==> src/rtl/core/hcmm_pkg.sv <==
// Shared types and constants of the handheld console memory map.
// Used by the interfaces, controller, datapath and top level; depends on nothing.
package hcmm_pkg;

	localparam int unsigned STORE_DEPTH = 65536;
	localparam int unsigned ADDR_W      = 16;

	typedef logic [ADDR_W-1:0] addr_t;
	typedef logic [7:0]        byte_t;

	typedef enum logic [1:0] {
		ACT_READ  = 2'd0,
		ACT_WRITE = 2'd1,
		ACT_LOAD  = 2'd2,
		ACT_NONE  = 2'd3
	} action_t;

	// region limits (the _HI values are inclusive upper bounds)
	localparam addr_t VRAM_HI   = 16'h9FFF;
	localparam addr_t ROM_HI    = 16'h7FFF;
	localparam addr_t ERAM_HI   = 16'hBFFF;
	localparam addr_t WRAM_HI   = 16'hDFFF;
	localparam addr_t ECHO_LO   = 16'hE000;
	localparam addr_t ECHO_HI   = 16'hFDFF;
	localparam addr_t OAM_HI    = 16'hFE9F;
	localparam addr_t UNUSED_HI = 16'hFEFF;
	localparam addr_t ECHO_OFS  = 16'h2000;
	localparam addr_t OAM_BASE  = 16'hFE00;

	// I/O registers with special handling
	localparam addr_t JOYP_ADDR = 16'hFF00;
	localparam addr_t DIV_ADDR  = 16'hFF04;
	localparam addr_t IF_ADDR   = 16'hFF0F;
	localparam addr_t STAT_ADDR = 16'hFF41;
	localparam addr_t LY_ADDR   = 16'hFF44;
	localparam addr_t DMA_ADDR  = 16'hFF46;
	localparam addr_t WY_ADDR   = 16'hFF4A;
	localparam addr_t WX_ADDR   = 16'hFF4B;

	localparam byte_t MODE_MASK      = 8'b0000_0011;
	localparam byte_t IF_SET_MASK    = 8'hE0;
	localparam byte_t STAT_KEEP_MASK = 8'h87;
	localparam byte_t STAT_DATA_MASK = 8'h78;
	localparam byte_t JOYP_KEEP_MASK = 8'hCF;
	localparam byte_t JOYP_DATA_MASK = 8'h30;
	localparam byte_t OPEN_BUS       = 8'hFF;

	localparam logic [1:0] MODE_OAM_SCAN = 2'd2;
	localparam logic [1:0] MODE_DRAW     = 2'd3;

	// controller -> datapath
	typedef struct packed {
		logic capture;
		logic exec;
		logic dma_rd;
		logic dma_wr;
	} cmd_t;

	// datapath -> controller
	typedef struct packed {
		logic dma_start;
		logic dma_last;
	} status_t;

endpackage

==> src/rtl/core/hcmm_ctrl.sv <==
// Controller of the memory map: sequences capture, execute and the OAM DMA copy,
// and owns both handshakes. Depends on hcmm_pkg.
module hcmm_ctrl (
	input  logic                clk,
	input  logic                arst_n,
	input  logic                in_valid,
	output logic                in_ready,
	output logic                out_valid,
	input  logic                out_ready,
	input  hcmm_pkg::status_t   status,
	output hcmm_pkg::cmd_t      cmd
);

	typedef enum logic [3:0] {
		ST_IDLE   = 4'b0001,
		ST_EXEC   = 4'b0010,
		ST_DMA_RD = 4'b0100,
		ST_DMA_WR = 4'b1000
	} state_t;

	state_t state_q;
	state_t state_d;
	logic   out_valid_q;

	// take an item only in idle and when the result register is empty or draining now
	assign in_ready  = (state_q == ST_IDLE) && (!out_valid_q || out_ready);
	assign out_valid = out_valid_q;

	always_comb begin
		cmd.capture = in_valid && in_ready;
		cmd.exec    = (state_q == ST_EXEC);
		cmd.dma_rd  = (state_q == ST_DMA_RD);
		cmd.dma_wr  = (state_q == ST_DMA_WR);
	end

	always_comb begin
		state_d = state_q;
		unique case (state_q)
			ST_IDLE: begin
				if (cmd.capture) state_d = ST_EXEC;
			end
			ST_EXEC: begin
				state_d = status.dma_start ? ST_DMA_RD : ST_IDLE;
			end
			ST_DMA_RD: begin
				state_d = ST_DMA_WR;
			end
			ST_DMA_WR: begin
				state_d = status.dma_last ? ST_IDLE : ST_DMA_RD;
			end
			default: begin
				state_d = ST_IDLE;
			end
		endcase
	end

	always_ff @(posedge clk or negedge arst_n) begin
		if (!arst_n) begin
			state_q     <= ST_IDLE;
			out_valid_q <= 1'b0;
		end else begin
			state_q <= state_d;
			if (cmd.exec) begin
				out_valid_q <= 1'b1;
			end else if (out_ready) begin
				out_valid_q <= 1'b0;
			end
		end
	end

endmodule

==> config.mk <==
export PLATFORM = sky130hd
export DESIGN_NAME = hcmm_ctrl
export DESIGN_NICKNAME = d
export VERILOG_FILES = /design/src/rtl/core/hcmm_pkg.sv /design/src/rtl/core/hcmm_ctrl.sv
export SDC_FILE = /design/constraint.sdc
export NUM_CORES = 1
export LEC_CHECK = 0
export BUFFER_PORTS_ARGS = -buffer_cell sky130_fd_sc_hd__buf_2
export CAP_MARGIN = 5
export CORE_AREA = 3 3 40 42
export DETAILED_ROUTE_END_ITERATION = 7
export DIE_AREA = 0 0 43 45
export PLACE_DENSITY = 0.49
export SETUP_SLACK_MARGIN = 0.4
export SLEW_MARGIN = 20
export SYNTH_ARGS = -nofsm -noshare
export SYNTH_HDL_FRONTEND = slang
export SYNTH_SLANG_ARGS = --single-unit
==> constraint.sdc <==
create_clock -name clk -period 2.7 [get_ports clk]
set_input_delay 0.54 -clock clk [delete_from_list [all_inputs] [get_ports clk]]
set_output_delay 0.54 -clock clk [all_outputs]
set_load 0.05 [all_outputs]
==> run metrics <==
run status finished clean; Die Area 0.00194 mm2; total clock buffers created by CTS 3; FF-to-FF setup slack approximately 1.4 ns; fin crit period 2.13 ns; global-route wire length before repair 1070 um; CTS tree done; RSZ-0062 raised after global routing false; gpl congestion 0.725; Worst-path clk slew roughly 0.040 ns; Tightest Pin Transition 0.280 ns; Max Cap Viol 0; Setup CP Type flip-flop to output port; Yosys cell types 15; worst skew pair latency about 0.24 ns; largest net degree at the start of global routing 8; crit path cell chain nor4b_4 -> nand3_2 -> inv_1 -> buf_2; Area Overhead vs Synth 39.9%; CTS Buffer Depth 2; GR peak layer met2; DRT Pass-1 Iters 2; IR drop worst, VDD 0.000336 V; worst reg2reg path depth 3; Synth Net Count 31; port buffer count 11; Worst Path Max Fanout 7; layout cell share with drive strength beyond 1 ~50%; Setup Buffers After CTS 0; Leak Pwr about 0.0002 uW; post-cts resize count 0; Power Dens Cells 1150 mW/mm2; DR vias 244; Yosys Warn Count 0; Reg2Reg Launch Point state_q[0]$_DFFE_PN1P_; Core Area between 0.001 and 0.0015 mm2; Detailed Route WL roughly 670 um; n_diodes 0; Die W between 40 and 50 um; placed cell areas between 300 and 400 um2; DP HPWL 538 um; Final ANT Viol Nets 0; setup tns final 0 ns; crit share post-route 78.9%; total gr overflow 0; DRC Markers 0; Critical-path top delay cell dfstp_2; Layout Skew between 0.004 and 0.005 ns; std cell rows 13; num ports 12; total track usage 7.78%; DP Cell Count 51; final setup fails 0; Synth Register Bits 5; CP Capture Type output port; Initial DRC Count 3; Hold Fails Final Rpt 0; met1 usage roughly 7.6%; Setup WS pre-CTS around 0.81 ns; CP Launch Type flip-flop; Avg Synthesized Cell Area roughly 11 um2; max-slew violations 0; Final Core Density a little under a third; worst hold-check path type input pin to asynchronous set/reset pin; clock sink total 5; commonest non-fill, non-tap cells in the layout buf_2 (11), dfrtp_1 (4), nand2b_1 (3), inv_1 (3), clkbuf_4 (3); sequential share of the synthesized area between 40% and 50%; final worst slack 0.569 ns; H-tree levels 1; Synth Instances 25; met2 Use GR 12.6%; number of global-route vias before repair ~270; CP max stage delay roughly 0.61 ns; DR WL/cell 12.1 um; initial core utilization a little over a fifth; CTS root buf clkbuf_4; fmax 469 MHz; reg2reg end state_q[0]$_DFFE_PN1P_; Final Non-Filler Cells 55; most common cell after layout, fill and taps aside buf_2; CP required ~2.2 ns; GR Layer Usage met3 6.77%; post-route cell area roughly 400 um2; crit path DAT about 1.6 ns; mapped cell area 279 um2; Die H between 40 and 50 um; Slew headroom 81.3%; initial antenna violation count 0; Nets 47; vias per cell approximately 4.4; CTS Hold Bufs 0
[power by group]
part	leakage, uW	switching [uW]	total, uW	internal [uW]
combinational	0.000122	145	222	77.1
clock	0.0000150	29.1	84.9	55.8
sequential	0.0000647	38.3	141	103
[metrics by stage]
stage / power [uW] / hold WS [ns]
floorplan: 318 / 0.244
global placement: 365 / 0.357
detailed placement: 368 / 0.364
CTS: 457 / 0.101
global route: 479 / 0.101
finish: 448 / 0.105
[state kept, by name, summed over array words and instances (netlist names)]
signal	count
out_valid	1
state_q	4
[metal layers]
metal  up-vias  part of all wire (%)
met1       115                    40
met3         0                    11
li1        120                     -
met2         9                    48
met5         -                     0
met4         0                     0
[synthesized netlist by cell type]
| library cell | number | share of area, % |
|---|---|---|
| and2_1 | 1 | 2.2 |
| o311ai_1 | 1 | 3.1 |
| o21ai_0 | 1 | 1.8 |
| a22o_1 | 1 | 3.1 |
| nand2b_1 | 3 | 6.7 |
| nor4b_2 | 1 | 5.4 |
| nor3b_1 | 3 | 8.1 |
| inv_1 | 3 | 4.0 |
| nor4b_1 | 1 | 3.1 |
| nor2b_1 | 1 | 2.2 |
| nor4b_4 | 1 | 8.5 |
| dfstp_2 | 1 | 9.4 |
| dfrtp_1 | 4 | 36 |
| nand3_2 | 1 | 3.6 |
| nand2_1 | 2 | 2.7 |
[cells by family after synthesis]
group | after synthesis | share of synthesized area (%)
AO/OA/AOI/OAI | 3 | 8.07
buffers and inverters | 3 | 4.04
AND/OR/NAND/NOR | 14 | 42.6
flip-flops | 5 | 45.3
[area by class of cell]
| class | count | area [um2] |
|---|---|---|
| flip-flops and latches | 5 | 126 |
| clock buffers | 4 | 26.3 |
| repair buffers | 11 | 55.1 |
| multi-input cells | 17 | 153 |
| inverters | 3 | 11.3 |
| well taps | 15 | 18.8 |
| fillers | 138 | 895 |
[worst max path at each step]
stage / depth (start not counted) / endpoint / startpoint / slack, ns
global route: 4 / cmd[3] / state_q[0]$_DFFE_PN1P_ / 0.46
detailed placement: 4 / cmd[3] / state_q[0]$_DFFE_PN1P_ / 0.81
floorplan: 1 / cmd[0] / state_q[1]$_DFFE_PN0P_ / 0.68
global placement: 4 / cmd[3] / state_q[0]$_DFFE_PN1P_ / 0.82
finish: 4 / cmd[3] / state_q[0]$_DFFE_PN1P_ / 0.57
CTS: 4 / cmd[3] / state_q[0]$_DFFE_PN1P_ / 0.55
[critical path: cells and delay by family, from the launching register on]
family,cells,cell delay [ns]
and+or+nand+nor,2,0.42
buffers and inverters,2,0.32
DFF,1,0.61
Note: power is estimated with default switching activity, not from simulation.
